**src/design/rsakd_pkg.sv**
```systemverilog
`timescale 1ns / 1ps
// ----------------------------------------------------------------------------
// rsakd_pkg
// Shared constants and controller/datapath interface types for the toy RSA
// key derivation block.
// ----------------------------------------------------------------------------
package rsakd_pkg;

  // Default width of each prime factor
  localparam int PRIME_BITS_DEF = 15;
  // Result field widths
  localparam int MOD_BITS = 30;
  localparam int EXP_BITS = 5;
  // Internal exponent width: the smallest exponent coprime with any totient
  // up to 62 bits stays well below 128
  localparam int EXP_W = 7;
  // First exponent candidate
  localparam logic [EXP_W-1:0] E_FIRST = EXP_W'(2);

  // Commands from the controller to the datapath
  typedef struct packed {
    logic load;      // latch factors, clear private exponent and failure flag
    logic mul_n;     // modulus = p * q
    logic mul_phi;   // totient = (p-1)(q-1), restart exponent search
    logic div_init;  // start totient / exponent
    logic div_step;  // one quotient bit
    logic gcd_init;  // gcd operands = exponent, remainder
    logic gcd_step;  // one subtract-or-swap step
    logic e_inc;     // next exponent candidate
    logic fail_set;  // flag failure
    logic d_init;    // first private exponent term
    logic d_step;    // next private exponent term
  } dp_cmd_t;

  // Status from the datapath to the controller
  typedef struct packed {
    logic div_last;  // last quotient bit in progress
    logic gcd_done;  // second gcd operand is zero
    logic gcd_one;   // first gcd operand is one
    logic e_lt_phi;  // exponent below totient
    logic d_hit;     // numerator divisible by exponent
  } dp_stat_t;

endpackage

```
**src/design/rsa_small_key_derivation.sv**
```systemverilog
`timescale 1ns / 1ps
// ----------------------------------------------------------------------------
// rsa_small_key_derivation
// Toy RSA key set from two prime factors: modulus, public and private
// exponent, with a failure flag when no usable exponent exists.
// ----------------------------------------------------------------------------
// Usage:
//   Input channel: drive in_prime_p / in_prime_q and pulse start; the beat is
//   taken at an edge where start is high and busy is low. busy rises at that
//   same edge and stays high until the result is out.
//   Result channel: out_valid is high for exactly one cycle with out_modulus,
//   out_public_exp, out_private_exp and out_failed. The receiver cannot
//   stall; sample the result in that cycle (ports hold until the next start).
//   Sequence from the accepting edge: setup (modulus, then totient), then for
//   each exponent candidate e tried, the bit-serial divider (one quotient bit
//   per cycle), the gcd steps and a decision, then the private exponent terms
//   before the out_valid cycle; the divider sets most of the time. One item at a
//   time: the next start is taken in the cycle out_valid is high.
//   Reset (rst_n low, synchronous) returns the controller to idle and drops
//   any key in progress; no result is sent for it.
// ----------------------------------------------------------------------------
module rsa_small_key_derivation #(
  parameter int PRIME_BITS = rsakd_pkg::PRIME_BITS_DEF
) (
  input  logic                           clk,
  input  logic                           rst_n,
  input  logic                           start,
  output logic                           busy,
  input  logic [PRIME_BITS-1:0]          in_prime_p,
  input  logic [PRIME_BITS-1:0]          in_prime_q,
  output logic                           out_valid,
  output logic [rsakd_pkg::MOD_BITS-1:0] out_modulus,
  output logic [rsakd_pkg::EXP_BITS-1:0] out_public_exp,
  output logic [rsakd_pkg::MOD_BITS-1:0] out_private_exp,
  output logic                           out_failed
);
  import rsakd_pkg::*;

  // Command and status between the sequencer and the arithmetic
  dp_cmd_t  cmd;
  dp_stat_t stat;

  // Sequence the multiply, the exponent search (divide then gcd per
  // candidate) and the private exponent accumulation.
  rsakd_ctrl u_ctrl (
    .clk       (clk),
    .rst_n     (rst_n),
    .start     (start),
    .busy      (busy),
    .out_valid (out_valid),
    .cmd       (cmd),
    .stat      (stat)
  );

  // Hold factors and intermediate values; results come straight from the
  // datapath registers, which stay put until the next beat is accepted.
  rsakd_dp #(
    .PRIME_BITS (PRIME_BITS)
  ) u_dp (
    .clk         (clk),
    .cmd         (cmd),
    .stat        (stat),
    .prime_p     (in_prime_p),
    .prime_q     (in_prime_q),
    .modulus     (out_modulus),
    .public_exp  (out_public_exp),
    .private_exp (out_private_exp),
    .failed      (out_failed)
  );

endmodule

```
**src/design/rsakd_dp.sv**
```systemverilog
`timescale 1ns / 1ps
// ----------------------------------------------------------------------------
// rsakd_dp
// Datapath: shared multiplier, bit-serial restoring divider, subtractive gcd
// and the incremental private exponent accumulator.
// ----------------------------------------------------------------------------
module rsakd_dp #(
  parameter int PRIME_BITS = rsakd_pkg::PRIME_BITS_DEF
) (
  input  logic                          clk,
  input  rsakd_pkg::dp_cmd_t            cmd,
  output rsakd_pkg::dp_stat_t           stat,
  input  logic [PRIME_BITS-1:0]         prime_p,
  input  logic [PRIME_BITS-1:0]         prime_q,
  output logic [rsakd_pkg::MOD_BITS-1:0] modulus,
  output logic [rsakd_pkg::EXP_BITS-1:0] public_exp,
  output logic [rsakd_pkg::MOD_BITS-1:0] private_exp,
  output logic                          failed
);
  import rsakd_pkg::*;

  localparam int PW = 2 * PRIME_BITS;
  localparam int CW = $clog2(PW);
  localparam int DW = PW + 1;

  logic [PRIME_BITS-1:0] p_r, q_r, pm_r, qm_r;
  logic [PW-1:0]         n_r, phi_r;
  logic [EXP_W-1:0]      e_r;
  logic [PW-1:0]         dvd_r, quo_r;
  logic [EXP_W-1:0]      rem_r;
  logic [CW-1:0]         cnt_r;
  logic [EXP_W-1:0]      gx_r, gy_r;
  logic [EXP_W-1:0]      lowmod_r;
  logic [DW-1:0]         d_r;
  logic                  fail_r;

  logic [PRIME_BITS-1:0] mul_a, mul_b;
  logic [PW-1:0]         mul_y;
  logic [EXP_W:0]        trial;
  logic                  trial_ge;
  logic [EXP_W:0]        acc_sum;
  logic                  acc_carry;
  logic [EXP_W-1:0]      acc_mod;

  // Shared multiplier
  always_comb begin
    mul_a = cmd.mul_phi ? pm_r : p_r;
    mul_b = cmd.mul_phi ? qm_r : q_r;
    mul_y = PW'(mul_a) * PW'(mul_b);
  end

  // Restoring divider: one quotient bit per step
  always_comb begin
    trial    = {rem_r, dvd_r[PW-1]};
    trial_ge = (trial >= {1'b0, e_r});
  end

  // Running numerator residue: remainder plus one on the first term, else residue plus remainder; reduce once
  always_comb begin
    acc_sum   = cmd.d_init ? ({1'b0, rem_r} + (EXP_W+1)'(1))
                           : ({1'b0, lowmod_r} + {1'b0, rem_r});
    acc_carry = (acc_sum >= {1'b0, e_r});
    acc_mod   = acc_carry ? EXP_W'(acc_sum - {1'b0, e_r}) : EXP_W'(acc_sum);
  end

  always_ff @(posedge clk) begin
    if (cmd.load) begin
      p_r    <= prime_p;
      q_r    <= prime_q;
      pm_r   <= (prime_p != '0) ? prime_p - PRIME_BITS'(1) : '0;
      qm_r   <= (prime_q != '0) ? prime_q - PRIME_BITS'(1) : '0;
      d_r    <= '0;
      fail_r <= 1'b0;
    end
    if (cmd.mul_n) begin
      n_r <= mul_y;
    end
    if (cmd.mul_phi) begin
      phi_r <= mul_y;
      e_r   <= E_FIRST;
    end
    if (cmd.e_inc) begin
      e_r <= e_r + EXP_W'(1);
    end
    if (cmd.div_init) begin
      dvd_r <= phi_r;
      quo_r <= '0;
      rem_r <= '0;
      cnt_r <= '0;
    end
    if (cmd.div_step) begin
      dvd_r <= {dvd_r[PW-2:0], 1'b0};
      quo_r <= {quo_r[PW-2:0], trial_ge};
      rem_r <= trial_ge ? EXP_W'(trial - {1'b0, e_r}) : EXP_W'(trial);
      cnt_r <= cnt_r + CW'(1);
    end
    if (cmd.gcd_init) begin
      gx_r <= e_r;
      gy_r <= rem_r;
    end
    if (cmd.gcd_step) begin
      if (gx_r >= gy_r) begin
        gx_r <= gx_r - gy_r;
      end else begin
        gx_r <= gy_r;
        gy_r <= gx_r;
      end
    end
    if (cmd.fail_set) begin
      fail_r <= 1'b1;
    end
    if (cmd.d_init) begin
      lowmod_r <= acc_mod;
      d_r      <= DW'(quo_r) + DW'(acc_carry);
    end
    if (cmd.d_step) begin
      lowmod_r <= acc_mod;
      d_r      <= d_r + DW'(quo_r) + DW'(acc_carry);
    end
  end

  assign stat.div_last = (cnt_r == CW'(PW - 1));
  assign stat.gcd_done = (gy_r == '0);
  assign stat.gcd_one  = (gx_r == EXP_W'(1));
  assign stat.e_lt_phi = (PW'(e_r) < phi_r);
  assign stat.d_hit    = (lowmod_r == '0);

  assign modulus     = MOD_BITS'(n_r);
  assign public_exp  = EXP_BITS'(e_r);
  assign private_exp = MOD_BITS'(d_r);
  assign failed      = fail_r;

endmodule

```
**src/design/rsakd_ctrl.sv**
```systemverilog
`timescale 1ns / 1ps
// ----------------------------------------------------------------------------
// rsakd_ctrl
// Controller: sequences multiply, exponent search, gcd and private exponent
// accumulation, and raises the result strobe.
// ----------------------------------------------------------------------------
module rsakd_ctrl (
  input  logic                 clk,
  input  logic                 rst_n,
  input  logic                 start,
  output logic                 busy,
  output logic                 out_valid,
  output rsakd_pkg::dp_cmd_t   cmd,
  input  rsakd_pkg::dp_stat_t  stat
);
  import rsakd_pkg::*;

  typedef enum logic [3:0] {
    S_IDLE, S_MUL_N, S_MUL_PHI, S_DIV_INIT, S_DIV,
    S_GCD_INIT, S_GCD, S_D_INIT, S_D
  } state_t;

  state_t state_r, state_nxt;
  logic   busy_r, busy_nxt;
  logic   out_valid_r, out_valid_nxt;

  always_comb begin
    state_nxt     = state_r;
    out_valid_nxt = 1'b0;
    cmd           = '0;
    unique case (state_r)
      S_IDLE: begin
        if (start) begin
          cmd.load  = 1'b1;
          state_nxt = S_MUL_N;
        end
      end
      S_MUL_N: begin
        cmd.mul_n = 1'b1;
        state_nxt = S_MUL_PHI;
      end
      S_MUL_PHI: begin
        cmd.mul_phi = 1'b1;
        state_nxt   = S_DIV_INIT;
      end
      S_DIV_INIT: begin
        cmd.div_init = 1'b1;
        state_nxt    = S_DIV;
      end
      S_DIV: begin
        cmd.div_step = 1'b1;
        if (stat.div_last) begin
          state_nxt = S_GCD_INIT;
        end
      end
      S_GCD_INIT: begin
        cmd.gcd_init = 1'b1;
        state_nxt    = S_GCD;
      end
      S_GCD: begin
        if (!stat.gcd_done) begin
          cmd.gcd_step = 1'b1;
        end else if (stat.gcd_one) begin
          state_nxt = S_D_INIT;
        end else if (stat.e_lt_phi) begin
          cmd.e_inc = 1'b1;
          state_nxt = S_DIV_INIT;
        end else begin
          cmd.fail_set  = 1'b1;
          out_valid_nxt = 1'b1;
          state_nxt     = S_IDLE;
        end
      end
      S_D_INIT: begin
        cmd.d_init = 1'b1;
        state_nxt  = S_D;
      end
      S_D: begin
        if (stat.d_hit) begin
          out_valid_nxt = 1'b1;
          state_nxt     = S_IDLE;
        end else begin
          cmd.d_step = 1'b1;
        end
      end
      default: begin
        state_nxt = S_IDLE;
      end
    endcase
    busy_nxt = (state_nxt != S_IDLE);
  end

  always_ff @(posedge clk) begin
    if (!rst_n) begin
      state_r     <= S_IDLE;
      busy_r      <= 1'b0;
      out_valid_r <= 1'b0;
    end else begin
      state_r     <= state_nxt;
      busy_r      <= busy_nxt;
      out_valid_r <= out_valid_nxt;
    end
  end

  assign busy      = busy_r;
  assign out_valid = out_valid_r;

endmodule
```
**config.mk**
```make
export PLATFORM = sky130hd
export DESIGN_NAME = rsa_small_key_derivation
export DESIGN_NICKNAME = d
export VERILOG_FILES = /design/src/design/rsakd_pkg.sv /design/src/design/rsa_small_key_derivation.sv /design/src/design/rsakd_dp.sv /design/src/design/rsakd_ctrl.sv
export SDC_FILE = /design/constraint.sdc
export NUM_CORES = 1
export LEC_CHECK = 0
export BUFFER_PORTS_ARGS = -buffer_cell sky130_fd_sc_hd__clkbuf_2
export CORE_MARGIN = 2
export CORE_UTILIZATION = 40
export CTS_CLUSTER_DIAMETER = 200
export DETAILED_ROUTE_END_ITERATION = 10
export SETUP_SLACK_MARGIN = 0.2
export SLEW_MARGIN = 5
export SYNTH_ARGS = -nofsm -noshare
export SYNTH_HDL_FRONTEND = slang
export SYNTH_SLANG_ARGS = --single-unit
```
**constraint.sdc**
```tcl
create_clock -name clk -period 11.44 [get_ports clk]
set_clock_uncertainty 0.1 [all_clocks]
set_input_delay 2.288 -clock clk [delete_from_list [all_inputs] [get_ports clk]]
set_output_delay 2.288 -clock clk [all_outputs]
set_load 0.1 [all_outputs]
```
==> impl_table.tex <==
\begin{tabular}{lr}
\hline
Metric & Value \\
\hline
\multicolumn{2}{l}{\textbf{Clocking}} \\
\quad Number of clock buffers inserted by TritonCTS & 29 \\
\quad Number of gates resized after cts & 0 \\
\quad Max H-tree Level & 1 \\
\quad Worst-case clock buffer depth & 3 \\
\quad Clock tree from TritonCTS & yes \\
\quad Buffer cell driving the clock tree root & clkbuf\_16 \\
\quad CTS Sinks & 257 \\
\quad Clock transition at the registers of the reported paths & 60 ps \\
\quad Buffers inserted by post-CTS timing repair & 0 \\
\quad Clock latency on the worst-skew pair & 590 ps \\
\quad Hold-fix buffers at CTS & 0 \\
\multicolumn{2}{l}{\textbf{Route}} \\
\quad Antenna viol nets, final & 0 \\
\quad Wirelength per Cell & 17.78 um \\
\quad Via count & 14,761 \\
\quad Highest routing layer actually used & met4 \\
\quad M1 wire length & 22,380 um \\
\quad Number of violations reported at the end of detailed-routing iteration 0 & 859 \\
\quad Routed length on met2 & 24,130 um \\
\quad Remaining design rule violation count & 0 \\
\quad Total met3 wirelength after detailed routing & 2471 um \\
\quad Iteration count of the initial detailed-routing pass & 5 \\
\quad Via/cell ratio & 5.225 \\
\quad Total wirelength of the detailed-routed design & 50,240 um \\
\multicolumn{2}{l}{\textbf{Yosys}} \\
\quad Async S/R FF share, synth & 0\% \\
\quad Ys Warns & 0 \\
\quad Flip-flop and latch count after synthesis & 257 \\
\quad Top\_reg\_cell synth & edfxtp\_1 \\
\quad Number of unique standard cell types used by synthesis & 69 \\
\quad Avg Cell Area, Syn & 10.28 um2 \\
\quad Cell type with the highest aggregate area in the netlist & edfxtp\_1 \\
\quad Number of enable-type register cells in the synthesized netlist & 242 \\
\quad Syn\_nets & 2,394 \\
\quad Share of the yosys chip area belonging to registers & 36.35\% \\
\quad Summed instance area of the synthesized netlist & 0.02082 mm2 \\
\quad Post-synthesis instance total & 2,025 \\
\quad Area contributors post-synth & edfxtp\_1 35\%, fa\_1 17\%, ha\_1 9.8\% \\
\quad Area share of the largest cell type after synthesis & 34.91\% \\
\multicolumn{2}{l}{\textbf{Die}} \\
\quad Width of the die & 232.1 um \\
\quad Vert. Die Dim & 232.1 um \\
\quad I/O pins & 101 \\
\quad Initial Util & 40.50\% \\
\quad Row count & 83 \\
\quad Placeable core area & 0.05141 mm2 \\
\quad Floorplan die area & 0.05389 mm2 \\
\multicolumn{2}{l}{\textbf{Worst setup path}} \\
\quad Required time at the endpoint of the critical path & 11,670 ps \\
\quad Worst Path Max Fanout & 53 \\
\quad CP endpoint kind & flip-flop \\
\quad CP arrival & 9170 ps \\
\quad Kind of start point of the critical path & flip-flop \\
\quad Setup CP Type & flip-flop to flip-flop \\
\multicolumn{2}{l}{\textbf{Timing}} \\
\quad Slew Limit Headroom & 11.64\% \\
\quad Period Utilization, post-route & 78.20\% \\
\quad Number of hold violations in the final report & 0 \\
\quad Minimum clock period & 8946 ps \\
\quad Post-Route Setup TNS & 0 ps \\
\quad Actual slew at the worst max-slew pin & 1288 ps \\
\quad Setup repair after global routing missed its margin & false \\
\quad Fmax & 111.8 MHz \\
\quad Final Worst Setup Slack & 2494 ps \\
\quad Finish-stage setup viols & 0 \\
\quad Max-slew violation total from the final report & 0 \\
\multicolumn{2}{l}{\textbf{Run status}} \\
\quad Run status & completed \\
\multicolumn{2}{l}{\textbf{Run}} \\
\quad Max-cap violations & 0 \\
\multicolumn{2}{l}{\textbf{Worst hold path}} \\
\quad Type of the most critical hold path & flip-flop to flip-flop \\
\multicolumn{2}{l}{\textbf{Cells and area}} \\
\quad Diode count & 0 \\
\quad Nets@finish & 2,496 \\
\quad Final-layout fill cell count & 4,884 \\
\quad Layout-stage area growth over the synthesis result & 10.81\% \\
\quad Cell Count, Final, Fillers Out & 2,825 \\
\quad Share of layout cells above drive strength 1 & 10.72\% \\
\multicolumn{2}{l}{\textbf{Place}} \\
\quad Placed Instances & 2,776 \\
\quad Gpl congestion & 0.8990 \\
\quad Worst slack after detailed placement & 2551 ps \\
\quad Total half-perimeter wirelength after legalization and detailed placement & 38,610 um \\
\quad Number of port buffers & 100 \\
\multicolumn{2}{l}{\textbf{Global route}} \\
\quad Overall Global Routing Usage & 18.78\% \\
\quad Total congestion overflow after global routing & 0 \\
\quad Number of antenna violations at the first check in global routing & 0 \\
\quad Largest net degree at the start of global routing & 61 \\
\quad Vias in the first global route & 14,818 \\
\quad Wire length of the first global-routing pass & 80,520 um \\
\hline
\end{tabular}
## state kept, by name, indices dropped and copies added, names as in the netlist
register          cells
u_ctrl.busy           1
u_ctrl.out_valid      1
u_ctrl.state_r        4
u_dp.cnt_r            5
u_dp.d_r             30
u_dp.dvd_r           30
u_dp.e_r              7
u_dp.failed           1
u_dp.gx_r             7
u_dp.gy_r             7
u_dp.lowmod_r         7
u_dp.modulus         30
u_dp.p_r             15
u_dp.phi_r           30
u_dp.pm_r            15
u_dp.q_r             15
u_dp.qm_r            15
u_dp.quo_r           30
u_dp.rem_r            7
## metrics by stage
step / util, % / hold WS (ps) / cell area, um2
6_report: 44.88 / 425.4 / 23070
4_1_cts: 44.88 / 409.5 / 23070
3_5_place_dp: 43.10 / 400.9 / 22150
2_1_floorplan: - / 376.4 / 20820
3_3_place_gp: 43.10 / 397.1 / 22150
5_1_grt: 44.88 / 456.7 / 23070
## placed cells by master (no fill, tap or decap), types with 42 or more instances in the layout
cell and instances:
edfxtp_1 242, xor2_1 50, a21oi_1 94, nor2_1 219
nand2_1 208, xnor2_1 76, mux2i_1 42, inv_1 262
fa_1 173, and3_1 43, ha_1 163, clkbuf_2 100
## area by class of cell
cell class	count	area, um2	share of cell area, %
flip-flops and latches	257	7567	32.80
clock inverters	16	173.9	0.7539
repair buffers	130	725.7	3.146
clock buffers	33	740.7	3.211
multi-input cells	1445	12020	52.10
inverters	264	991.0	4.296
well taps	680	850.8	3.688
## per-layer routing
| layer | GRT usage [%] | up-vias |
|---|---|---|
| li1 | - | 7062 |
| met1 | 25.37 | 7204 |
| met2 | 31.91 | 403 |
| met3 | 2.468 | 92 |
| met4 | 4.607 | 0 |
| met5 | 0 | - |
## worst paths after layout
| check | depth (start not counted) | endpoint | start | slack [ps] |
|---|---|---|---|---|
| setup / recovery | 27 | u_dp.modulus[28] | u_ctrl.state_r[1] | 2490 |
| hold / removal | 2 | u_dp.failed | u_dp.failed | 430 |
| setup reg to reg | 27 | u_dp.modulus[28] | u_ctrl.state_r[1] | 2490 |
| hold reg to reg | 2 | u_dp.failed | u_dp.failed | 430 |
## cells by family (layout without fill, tap and decap cells)
family | Yosys count | after routing | synth area share [%]
multiplexers | 67 | 67 | 3.372
AND/OR/NAND/NOR | 626 | 626 | 13.50
adder cells (fa/ha/maj) | 336 | 336 | 26.43
AO/OA/AOI/OAI | 290 | 290 | 9.057
buffers and inverters | 323 | 443 | 5.986
flip-flops | 257 | 257 | 36.35
XOR/XNOR | 126 | 126 | 5.301
## Yosys cell counts (all sizes together), types with 4 or more instances
library cell and number:
nor4 14, nor3 24, a311o 4, and2 7, a211oi 5, mux2i 42
o22ai 26, a31oi 12, xor2 50, clkbuf 44, and3 44, ha 163
nand4 11, or2 11, inv 264, dfxtp 15, o21ai 48, edfxtp 242
nand2 208, o21a 6, a21oi 97, fa 173, nor2 220, nand3 38
a21o 39, nand2b 21, nor2b 19, o21bai 16, buf 15, xnor2 76
a221oi 4, mux2 25
## worst max-delay path, stage by stage, from the launching register on
cell	delay, ps
dfxtp_1	390
inv_1	140
nor4_2	330
buf_4	650
mux2i_1	1120
nor2_1	160
fa_1	530
inv_1	50
fa_1	520
inv_1	50
fa_1	490
inv_1	50
fa_1	470
inv_1	50
fa_1	520
inv_1	50
fa_1	520
inv_1	40
ha_1	350
and3_4	230
a31o_1	210
a21oi_1	120
o21ai_1	170
a311o_1	340
a21oi_2	260
o21ai_1	150
a311o_1	400
xor2_1	170
Power is not shown: default switching activity piles up to over one toggle a cycle in this logic, so the estimate is an artifact.
